<file path="config.mk">
export PLATFORM = sky130hd
export DESIGN_NAME = bounded_list_insert_remove_compact
export DESIGN_NICKNAME = d
export VERILOG_FILES = /design/src/hw/rtl/blirc_pkg.sv /design/src/hw/rtl/bounded_list_insert_remove_compact.sv /design/src/hw/rtl/blirc_store.sv
export SDC_FILE = /design/constraint.sdc
export NUM_CORES = 1
export LEC_CHECK = 0
export BUFFER_PORTS_ARGS = -buffer_cell sky130_fd_sc_hd__buf_2
export CELL_PAD_IN_SITES_DETAIL_PLACEMENT = 1
export CELL_PAD_IN_SITES_GLOBAL_PLACEMENT = 1
export CORE_UTILIZATION = 48
export CTS_BUF_LIST = sky130_fd_sc_hd__clkbuf_4 sky130_fd_sc_hd__clkbuf_8
export DETAILED_ROUTE_END_ITERATION = 12
export GPL_TIMING_DRIVEN = 0
export PLACE_DENSITY_LB_ADDON = 0.25
export SLEW_MARGIN = 10
export SYNTH_ARGS = -nofsm -noshare
export SYNTH_HDL_FRONTEND = slang
export SYNTH_SLANG_ARGS = --single-unit
</file>
<file path="constraint.sdc">
create_clock -name clk -period 7.2 [get_ports clk]
set_input_delay 0.36 -clock clk [delete_from_list [all_inputs] [get_ports clk]]
set_output_delay 0.36 -clock clk [all_outputs]
set_load 0.02 [all_outputs]
</file>
<file path="src/hw/rtl/blirc_pkg.sv">
// ---------------------------------------------------------------------------
// blirc_pkg
// Types and constants shared by the bounded list modules.
// ---------------------------------------------------------------------------
`default_nettype none

package blirc_pkg;

  localparam int DEF_CAPACITY    = 16;
  localparam int DEF_VALUE_WIDTH = 32;

  localparam int CMD_W    = 2;
  localparam int STATUS_W = 2;
  localparam int COUNT_W  = 5;
  localparam int IN_VAL_W = 32;

  typedef enum logic [CMD_W-1:0] {
    CMD_INSERT = 2'd0,
    CMD_REMOVE = 2'd1,
    CMD_LOOKUP = 2'd2,
    CMD_CLEAR  = 2'd3
  } cmd_t;

  typedef enum logic [STATUS_W-1:0] {
    ST_OK    = 2'd0,
    ST_FULL  = 2'd1,
    ST_EMPTY = 2'd2
  } status_t;

  typedef enum logic [1:0] {
    S_IDLE,
    S_SCAN,
    S_FINISH
  } state_t;

endpackage

`default_nettype wire

</file>
<file path="src/hw/rtl/bounded_list_insert_remove_compact.sv">
// A request taken while idle runs a single pass of the shared compare unit over the
// occupied entries, one entry per cycle (no pass on an empty list), then a finishing
// step loads the result register when it is free; no new request is taken until then.
// Reset (rst_n low, synchronous) empties the list and drops any pending result;
// stored values need no reset since only occupied entries are ever compared.
// ---------------------------------------------------------------------------
// bounded_list_insert_remove_compact
// Ordered fixed-capacity list with insert, remove-all-matches, lookup, clear.
// ---------------------------------------------------------------------------
`default_nettype none

module bounded_list_insert_remove_compact import blirc_pkg::*; #(
  parameter int CAPACITY    = DEF_CAPACITY,
  parameter int VALUE_WIDTH = DEF_VALUE_WIDTH
) (
  input  wire logic                clk,
  input  wire logic                rst_n,
  input  wire logic                in_valid,
  output      logic                in_stall,
  input  wire logic [CMD_W-1:0]    in_command,
  input  wire logic [IN_VAL_W-1:0] in_value,
  output      logic                out_valid,
  input  wire logic                out_stall,
  output      logic [STATUS_W-1:0] out_status,
  output      logic                out_found,
  output      logic [COUNT_W-1:0]  out_removed_count,
  output      logic [COUNT_W-1:0]  out_entry_count
);

  localparam int IDX_W = (CAPACITY > 1) ? $clog2(CAPACITY) : 1;
  localparam int CNT_W = $clog2(CAPACITY + 1);
  localparam logic [CNT_W-1:0] CAP_CNT = CNT_W'(CAPACITY);

  // Sequencer and datapath registers.
  state_t                 state_r, state_nxt;
  cmd_t                   cmd_r, cmd_nxt;
  logic [VALUE_WIDTH-1:0] val_r, val_nxt;
  logic [CNT_W-1:0]       occupied_r, occupied_nxt;
  logic [CNT_W-1:0]       rd_r, rd_nxt;     // index of the entry now in rdata
  logic [CNT_W-1:0]       wr_r, wr_nxt;     // next compaction slot
  logic                   found_r, found_nxt;

  logic                   out_valid_r, out_valid_nxt;
  logic [STATUS_W-1:0]    status_r, status_nxt;
  logic                   ofound_r, ofound_nxt;
  logic [COUNT_W-1:0]     removed_r, removed_nxt;
  logic [COUNT_W-1:0]     count_r, count_nxt;

  // Storage port signals.
  logic                   mem_we;
  logic [IDX_W-1:0]       mem_waddr;
  logic [VALUE_WIDTH-1:0] mem_wdata;
  logic [IDX_W-1:0]       mem_raddr;
  logic [VALUE_WIDTH-1:0] mem_rdata;

  logic                   accept;
  logic                   advance;
  logic                   match;
  logic                   last_entry;
  logic [63:0]            in_wide;
  logic [31:0]            removed_wide;
  logic [31:0]            count_wide;

  blirc_store #(
    .CAPACITY    (CAPACITY),
    .VALUE_WIDTH (VALUE_WIDTH)
  ) u_store (
    .clk     (clk),
    .wr_en   (mem_we),
    .wr_addr (mem_waddr),
    .wr_data (mem_wdata),
    .rd_addr (mem_raddr),
    .rd_data (mem_rdata)
  );

  // The request value is cut down to the stored width before any use.
  assign in_wide = 64'(in_value);

  // A new request is taken only while the sequencer is idle.
  assign in_stall = (state_r != S_IDLE);
  assign accept   = in_valid && !in_stall;

  // The finishing step waits until the result register is free or being taken.
  assign advance  = !out_valid_r || !out_stall;

  // Shared compare unit: one occupied entry is checked per scan cycle.
  assign match      = (mem_rdata == val_r);
  assign last_entry = (rd_r == (occupied_r - CNT_W'(1)));

  // The read runs one entry ahead of the compare, so the stream stays gapless.
  // While idle, entry 0 is prefetched for the next scan.
  always_comb begin
    if (state_r == S_SCAN) begin
      mem_raddr = IDX_W'(rd_r + CNT_W'(1));
    end else begin
      mem_raddr = '0;
    end
  end

  // Next state.
  always_comb begin
    state_nxt = state_r;
    case (state_r)
      S_IDLE: begin
        if (accept) begin
          state_nxt = (occupied_r == '0) ? S_FINISH : S_SCAN;
        end
      end
      S_SCAN: begin
        if (last_entry) begin
          state_nxt = S_FINISH;
        end
      end
      S_FINISH: begin
        if (advance) begin
          state_nxt = S_IDLE;
        end
      end
      default: state_nxt = S_IDLE;
    endcase
  end

  // Datapath, storage writes and the result register.
  always_comb begin
    cmd_nxt       = cmd_r;
    val_nxt       = val_r;
    occupied_nxt  = occupied_r;
    rd_nxt        = rd_r;
    wr_nxt        = wr_r;
    found_nxt     = found_r;
    out_valid_nxt = out_valid_r && out_stall;
    status_nxt    = status_r;
    ofound_nxt    = ofound_r;
    removed_nxt   = removed_r;
    count_nxt     = count_r;
    mem_we        = 1'b0;
    mem_waddr     = IDX_W'(wr_r);
    mem_wdata     = mem_rdata;
    removed_wide  = '0;
    count_wide    = 32'(occupied_r);

    case (state_r)
      S_IDLE: begin
        if (accept) begin
          cmd_nxt   = cmd_t'(in_command);
          val_nxt   = in_wide[VALUE_WIDTH-1:0];
          rd_nxt    = '0;
          wr_nxt    = '0;
          found_nxt = 1'b0;
        end
      end
      S_SCAN: begin
        // A remove copies each survivor down to the next free slot; the write
        // slot never passes the entry being read, so no unread entry is lost.
        if (match) begin
          found_nxt = 1'b1;
        end else if (cmd_r == CMD_REMOVE) begin
          mem_we = 1'b1;
          wr_nxt = wr_r + CNT_W'(1);
        end
        rd_nxt = rd_r + CNT_W'(1);
      end
      S_FINISH: begin
        if (advance) begin
          status_nxt = ST_OK;
          case (cmd_r)
            CMD_INSERT: begin
              if (occupied_r == CAP_CNT) begin
                status_nxt = ST_FULL;
              end else begin
                mem_we       = 1'b1;
                mem_waddr    = IDX_W'(occupied_r);
                mem_wdata    = val_r;
                occupied_nxt = occupied_r + CNT_W'(1);
              end
            end
            CMD_REMOVE: begin
              if (occupied_r == '0) begin
                status_nxt = ST_EMPTY;
              end else begin
                removed_wide = 32'(occupied_r - wr_r);
                occupied_nxt = wr_r;
              end
            end
            CMD_LOOKUP: begin
              occupied_nxt = occupied_r;
            end
            CMD_CLEAR: begin
              occupied_nxt = '0;
            end
            default: occupied_nxt = occupied_r;
          endcase
          count_wide    = 32'(occupied_nxt);
          out_valid_nxt = 1'b1;
          ofound_nxt    = found_r;
          removed_nxt   = removed_wide[COUNT_W-1:0];
          count_nxt     = count_wide[COUNT_W-1:0];
        end
      end
      default: begin
        out_valid_nxt = out_valid_r && out_stall;
      end
    endcase
  end

  always_ff @(posedge clk) begin
    if (!rst_n) begin
      state_r     <= S_IDLE;
      occupied_r  <= '0;
      out_valid_r <= 1'b0;
    end else begin
      state_r     <= state_nxt;
      occupied_r  <= occupied_nxt;
      out_valid_r <= out_valid_nxt;
    end
  end

  // Payload registers carry no reset.
  always_ff @(posedge clk) begin
    cmd_r     <= cmd_nxt;
    val_r     <= val_nxt;
    rd_r      <= rd_nxt;
    wr_r      <= wr_nxt;
    found_r   <= found_nxt;
    status_r  <= status_nxt;
    ofound_r  <= ofound_nxt;
    removed_r <= removed_nxt;
    count_r   <= count_nxt;
  end

  assign out_valid         = out_valid_r;
  assign out_status        = status_r;
  assign out_found         = ofound_r;
  assign out_removed_count = removed_r;
  assign out_entry_count   = count_r;

endmodule

`default_nettype wire

</file>
<file path="src/hw/rtl/blirc_store.sv">
// ---------------------------------------------------------------------------
// blirc_store
// List storage: one write port and one registered read port.
// ---------------------------------------------------------------------------
`default_nettype none

module blirc_store import blirc_pkg::*; #(
  parameter int CAPACITY    = DEF_CAPACITY,
  parameter int VALUE_WIDTH = DEF_VALUE_WIDTH,
  localparam int IDX_W      = (CAPACITY > 1) ? $clog2(CAPACITY) : 1
) (
  input  wire logic                   clk,
  input  wire logic                   wr_en,
  input  wire logic [IDX_W-1:0]       wr_addr,
  input  wire logic [VALUE_WIDTH-1:0] wr_data,
  input  wire logic [IDX_W-1:0]       rd_addr,
  output      logic [VALUE_WIDTH-1:0] rd_data
);

  logic [VALUE_WIDTH-1:0] mem [CAPACITY];

  always_ff @(posedge clk) begin
    if (wr_en) begin
      mem[wr_addr] <= wr_data;
    end
  end

  // Read data is registered; a read in the cycle of a write to the same
  // address returns the old contents.
  always_ff @(posedge clk) begin
    rd_data <= mem[rd_addr];
  end

endmodule

`default_nettype wire

</file>
==> impl_metrics.json, run 1 <==
{
  "regToRegEndpoint": "u_store.mem[15][12]",
  "drive_gt1_share_pct": 21.7,
  "slowest_stage": "o2111ai_2",
  "wl_per_cell_um": 26.5,
  "layout_commonest_cell": "edfxtp_1",
  "whs_ps": 324,
  "synthArstFlopShare_pct": 0,
  "setup-violations-final": 0,
  "cts.clk_slew.worst_paths_ps": 60,
  "gr-total-overflow": 0,
  "max_cap_viol_count": 0,
  "cp.buffers_inverters": 2,
  "layout_worst_path_cycle_share_pct": 57.7,
  "critical_path.cell_chain": "xor2_1 > nor4_1 > nand4_1 > o2111ai_2 > a21oi_4 > buf_16 > buf_16",
  "r2r_cells": 7,
  "clk_latency_ps": 700,
  "max_freq_ghz": 0.241,
  "r2r_slack_ps": 3050,
  "clockBufferDepth": 3,
  "yosys-top-cells-area": "edfxtp_1 (69%), mux2i_1 (7.7%), dfxtp_1 (3.2%)",
  "htreeDepth": 3,
  "start_util_pct": 48.9,
  "irDropWorstVdd_mv": 0.203,
  "yosysTopAreaCellShare_pct": 69.4,
  "synth_area_per_cell_um2": 16.6,
  "synth_area_leader_cell": "edfxtp_1",
  "drt_wl_total_mm": 65.2,
  "pin_count": 53,
  "route.detailed.drc": 0,
  "gp_congestion": 0.819,
  "hp-class": "in -> reg",
  "synthFlopType": "edfxtp_1",
  "dr.pass1.iters": 5,
  "antenna_found_initial": 1,
  "status": "complete, no violations",
  "syn_area_um2": 24700,
  "postSynthCellCount": 1489,
  "cts_buffers": 99,
  "cpLargestDelayFamily": "compound AO/OA/AOI/OAI gates",
  "fin_skew_ps": 31.5,
  "worstMarginPinSlew_ps": 1100,
  "slew_violations": 0,
  "slew_headroom_pct": 26.4,
  "ys.warnings.count": 0,
  "grt_pass1_vias": 15244,
  "tns_ps": 0,
  "timing.final.hold_violations": 0,
  "critPathMaxStageDelay_ps": 1000,
  "cp-start-kind": "flop",
  "netlist-cell-type-count": 60,
  "post-cts-setup-buffers": 0,
  "antennaDiodeCount": 0,
  "pwr-share-seq_pct": 46.1,
  "r2r_start": "val_r[29]",
  "crit_path_frequent_cell": "buf_16",
  "final_nets": 1755,
  "final_cell_mix": "edfxtp_1 (570), mux2i_1 (190), nand2_1 (138)",
  "synth_seq_area_share_pct": 72.6,
  "synth.net_count": 1539,
  "cts_tree": "yes",
  "power.internal_uw": 7140,
  "crit_arrival_ps": 4570,
  "num_vias": 14104,
  "grt_pass1_wl_mm": 96.2,
  "grtUsageTotal_pct": 25.4,
  "hold_depth": 5,
  "synth_edf_count": 570,
  "p_sw_share_pct": 31.7,
  "worstPathMaxFanout": 13,
  "area_delta_synth_final_pct": 17.8,
  "hp-start": "in_valid",
  "cp.required_ps": 7620,
  "rsz0062_at_grt": "no",
  "cts_sinks": 610,
  "core_um2": 50500,
  "path_class": "reg -> reg",
  "combPwrFrac_pct": 24.6,
  "die_w_um": 229,
  "hold_end": "state_r[1]",
  "num_rows": 82,
  "period_needed_ps": 4150,
  "clkPwrFrac_pct": 29.3,
  "die-area_um2": 52300,
  "ant_nets": 0,
  "powerDensity_nw_per_um2": 360,
  "grt_max_degree": 21,
  "vias_per_cell": 5.73,
  "die_height_um": 229,
  "endpoint_kind": "flop",
  "cts-root-buf": "clkbuf_8",
  "synth-seq-cells": 610,
  "switchingPower_uw": 3310,
  "p_leak_uw": 0.0103,
  "dp_hpwl_mm": 43.1,
  "drt-initial-drc-count": 1026,
  "cts_resized": 0,
  "portBuffers": 52
}
## registers in the layout, indices dropped and copies added, names as in the netlist, 5 cells and up
signal / count
val_r: 32
rd_r: 5
occupied_r: 5
u_store.mem: 512
u_store.rd_data: 32
wr_r: 5
out_removed_count: 5
out_entry_count: 5
## per-layer routing
layer / global-route usage (%) / wire [um]
met1: 32.4 / 26600
met2: 42.5 / 32200
met3: 5.21 / 4090
met4: 9.90 / 2330
met5: 0 / 13
## cells by family after synthesis
| group | Yosys count | synth area share, % |
|---|---|---|
| muxes | 259 | 12.4 |
| DFF | 610 | 72.6 |
| and+or+nand+nor | 270 | 5.30 |
| buffers and inverters | 104 | 2.20 |
| AOI/OAI and AO/OA | 187 | 5.15 |
| adders and majority gates | 12 | 0.639 |
| xor gates and xnor gates | 47 | 1.67 |
## power groups by stage
stage / registers [uW] / logic (uW) / clock network, uW
after floorplan: 4860 / 1590 / 0
after global placement: 4880 / 2400 / 0
after detailed placement: 4890 / 2560 / 0
after CTS: 4820 / 2590 / 3100
after global routing: 4850 / 2770 / 3230
final: 4820 / 2570 / 3060
## stage by stage
stage	setup slack (ps)	util [%]	cell area [um2]	power [uW]	instances
after floorplan	3170	-	24700	6460	1489
after global placement	289	51.1	25800	7280	2213
after detailed placement	3150	52.8	26700	7450	2240
after CTS	3140	57.6	29100	10500	2462
after global routing	2920	57.6	29100	10900	2462
final	3050	57.6	29100	10400	2462
## timing repair
action                                  4_1_cts  5_1_grt
hold buffers                                 36        0
hold endpoints to repair                     39        0
endpoints found under the setup margin        0        0
## worst max-delay path by stage
stage / start / to / slack [ps] / depth (start not counted)
global route: state_r[0] / u_store.mem[4][7] / 2920 / 11
detailed placement: state_r[0] / u_store.mem[4][12] / 3150 / 11
global placement: state_r[0] / u_store.mem[4][14] / 290 / 9
floorplan: state_r[0] / u_store.mem[0][0] / 3170 / 9
finish: val_r[29] / u_store.mem[15][12] / 3050 / 7
CTS: state_r[0] / u_store.mem[4][6] / 3140 / 11
## cell usage after synthesis, types with 2 or more instances
library cell / count
edfxtp_1: 570
mux2i_1: 190
nand2_1: 138
nor2b_1: 66
a31oi_1: 65
a211oi_1: 64
dfxtp_1: 40
xor2_1: 39
buf_2: 36
mux2_2: 34
mux4_2: 34
clkbuf_1: 32
a21oi_1: 23
nand3_1: 18
inv_1: 17
nor2_1: 14
ha_1: 11
o21ai_0: 10
nor4_1: 8
xnor2_1: 8
and2_1: 6
nand4_1: 5
nor3_1: 5
buf_1: 4
buf_12: 4
o211a_1: 3
o221ai_1: 3
o22ai_1: 3
a21o_1: 2
buf_4: 2
buf_6: 2
clkbuf_4: 2
clkinv_1: 2
inv_2: 2
o2111ai_1: 2
## worst register-to-register path: stages (launching register included)
cell	delay, ps
edfxtp_1	410
xor2_1	280
nor4_1	730
nand4_1	630
o2111ai_2	1010
a21oi_4	370
buf_16	290
buf_16	170
## layout make-up
| type | instances | area (um2) |
|---|---|---|
| Tap cell | 672 | 841 |
| Clock inverter | 35 | 221 |
| Timing Repair Buffer | 115 | 1320 |
| Sequential cell | 610 | 17900 |
| Clock buffer | 151 | 1810 |
| Inverter | 21 | 78.8 |
| Buffer | 83 | 463 |
| Fill cell | 4659 | 21400 |
| Multi-Input combinational cell | 775 | 6400 |
No activity file was read; power rests on OpenSTA's default activity.
==> inputs of run 2 (changes only) <==
==> constraint.sdc (replaced) <==
create_clock -name clk -period 3.55 [get_ports clk]
set_input_delay 0.1775 -clock clk [delete_from_list [all_inputs] [get_ports clk]]
set_output_delay 0.1775 -clock clk [all_outputs]
set_load 0.02 [all_outputs]
==> run 2 against run 1 <==
Effect of this change: global-route usage rose by 0.47 points; wire length is 2.7% higher; non-clock buffer count up 34; register-to-register slack worse by 2900 ps; sequential cell count stayed put; clock power is 99% higher; power rose by 100%; die area did not move; maximum frequency increased by 23%.
==> impl_metrics.json, run 2 (synthesis gave the netlist of run 1 again) <==
{
  "status": "complete, no violations",
  "cts-root-buf": "clkbuf_8",
  "critical_path.cell_chain": "xor2_1 > nor4_2 > nand4_1 > o2111ai_4 > buf_12 > buf_12 > a21oi_4 > buf_16 > buf_16",
  "path_class": "reg -> reg",
  "worstMarginPinSlew_ps": 1160,
  "drt-initial-drc-count": 1034,
  "slew_headroom_pct": 22.6,
  "cpLargestDelayFamily": "simple AND/OR/NAND/NOR gates",
  "period_needed_ps": 3370,
  "clk_latency_ps": 700,
  "core_um2": 50500,
  "setup_slack_ps": 177,
  "critPathMaxStageDelay_ps": 700,
  "grt_pass1_wl_mm": 98.1,
  "portBuffers": 52,
  "final_cell_mix": "edfxtp_1 (570), mux2i_1 (190), nand2_1 (138)",
  "rsz0062_at_grt": "no",
  "gr-total-overflow": 0,
  "num_rows": 82,
  "hp-start": "in_valid",
  "cts_buffers": 100,
  "htreeDepth": 3,
  "route.detailed.drc": 0,
  "final_nets": 1790,
  "endpoint_kind": "flop",
  "p_leak_uw": 0.0105,
  "power_uw": 21100,
  "multi_input_area_um2": 6440,
  "timing.final.hold_violations": 0,
  "die_height_um": 229,
  "hp-class": "in -> reg",
  "max_cap_viol_count": 0,
  "cp-start-kind": "flop",
  "hold_end": "state_r[1]",
  "wl_per_cell_um": 26.8,
  "regToRegEndpoint": "u_store.mem[12][14]",
  "dpl_worst_slack_ps": -597,
  "dr.pass1.iters": 5,
  "area_delta_synth_final_pct": 19.5,
  "setup-violations-final": 0,
  "cp.buffers_inverters": 4,
  "hold_depth": 5,
  "pin_count": 53,
  "die_w_um": 229,
  "drt_wl_total_mm": 66.9,
  "cp.required_ps": 3970,
  "fillers": 4663,
  "powerDensity_nw_per_um2": 717,
  "cts.clk_slew.worst_paths_ps": 60,
  "reg_top3": "u_store.mem: 512 flops, u_store.rd_data: 32 flops, val_r: 32 flops",
  "max_flop_register": "u_store.mem",
  "num_vias": 14246,
  "slew_violations": 0,
  "whs_ps": 163,
  "layout_worst_path_cycle_share_pct": 95.0,
  "antenna_found_initial": 1,
  "grt_pass1_vias": 15322,
  "dp_hpwl_mm": 43.5,
  "start_util_pct": 48.9,
  "gp_congestion": 0.807,
  "clockBufferDepth": 3,
  "slowest_stage": "nor4_2",
  "seqCellArea_um2": 17900,
  "irDropWorstVdd_mv": 0.337,
  "antennaDiodeCount": 0,
  "die-area_um2": 52300,
  "cts_tree": "yes",
  "cts_sinks": 610,
  "r2r_cells": 9,
  "fin_skew_ps": 42.2,
  "layout_commonest_cell": "edfxtp_1",
  "grt_max_degree": 21,
  "ant_nets": 0,
  "max_freq_ghz": 0.297,
  "r2r_start": "val_r[6]",
  "worstPathMaxFanout": 13,
  "vias_per_cell": 5.71,
  "largest_reg_flops": 512,
  "r2r_slack_ps": 180,
  "grtUsageTotal_pct": 25.8,
  "crit_arrival_ps": 3790,
  "drive_gt1_share_pct": 23.2
}
[run 2: tightest hold or removal path: stages]
cell and delay (ps):
buf_2 90, o21ai_0 170, nor2_1 120, o21ai_0 90
o211a_1 130
[run 2: layer usage]
layer	wire (um)	vias to the layer above	GRT usage, %
li1	-	6292	-
met1	27400	7358	32.3
met2	33500	450	44.2
met3	3610	146	4.98
met4	2380	0	10.5
met5	0	-	0
[run 2: timing repair]
| item | in CTS | in global routing |
|---|---|---|
| endpoints found under the hold margin | 42 | 0 |
| hold buffers | 37 | 0 |
| pin swaps | 7 | 0 |
| setup endpoints to repair | 512 | 139 |
| buffers inserted | 31 | 4 |
| gates resized for setup | 4 | 3 |
[run 2: cell type report]
type	instances	area share, %
plain buffers	82	1.56
clock buffers	145	5.99
clock inverters	39	0.790
inverters	21	0.276
multi-input cells	775	21.9
flip-flops and latches	610	60.8
well taps	672	2.85
repair buffers	150	5.88
[run 2: metrics by stage]
stage	setup TNS (ps)	util [%]	instance area [um2]	instances
finish	0	58.4	29500	2494
global route	0	58.4	29500	2494
CTS	0	58.3	29400	2491
detailed placement	-181690	52.8	26600	2239
global placement	-1103350	51.1	25800	2213
floorplan	-123720	-	24700	1489
[run 2: how the worst max path moves through the flow]
stage	from	end	slack, ps	cells after the start
after CTS	occupied_r[0]	u_store.mem[3][5]	10	11
after detailed placement	val_r[6]	u_store.mem[15][17]	-600	7
after global placement	state_r[0]	u_store.mem[6][16]	-3340	9
after global routing	occupied_r[0]	u_store.mem[15][4]	50	11
final	val_r[6]	u_store.mem[12][14]	180	9
after floorplan	state_r[0]	u_store.mem[0][0]	-480	9
[run 2: power breakdown]
part	internal [uW]	total (uW)	switching (uW)	leakage (uW)
clock network	3330	6100	2770	0.00106
logic	1680	5270	3600	0.00399
registers	9430	9780	347	0.00549
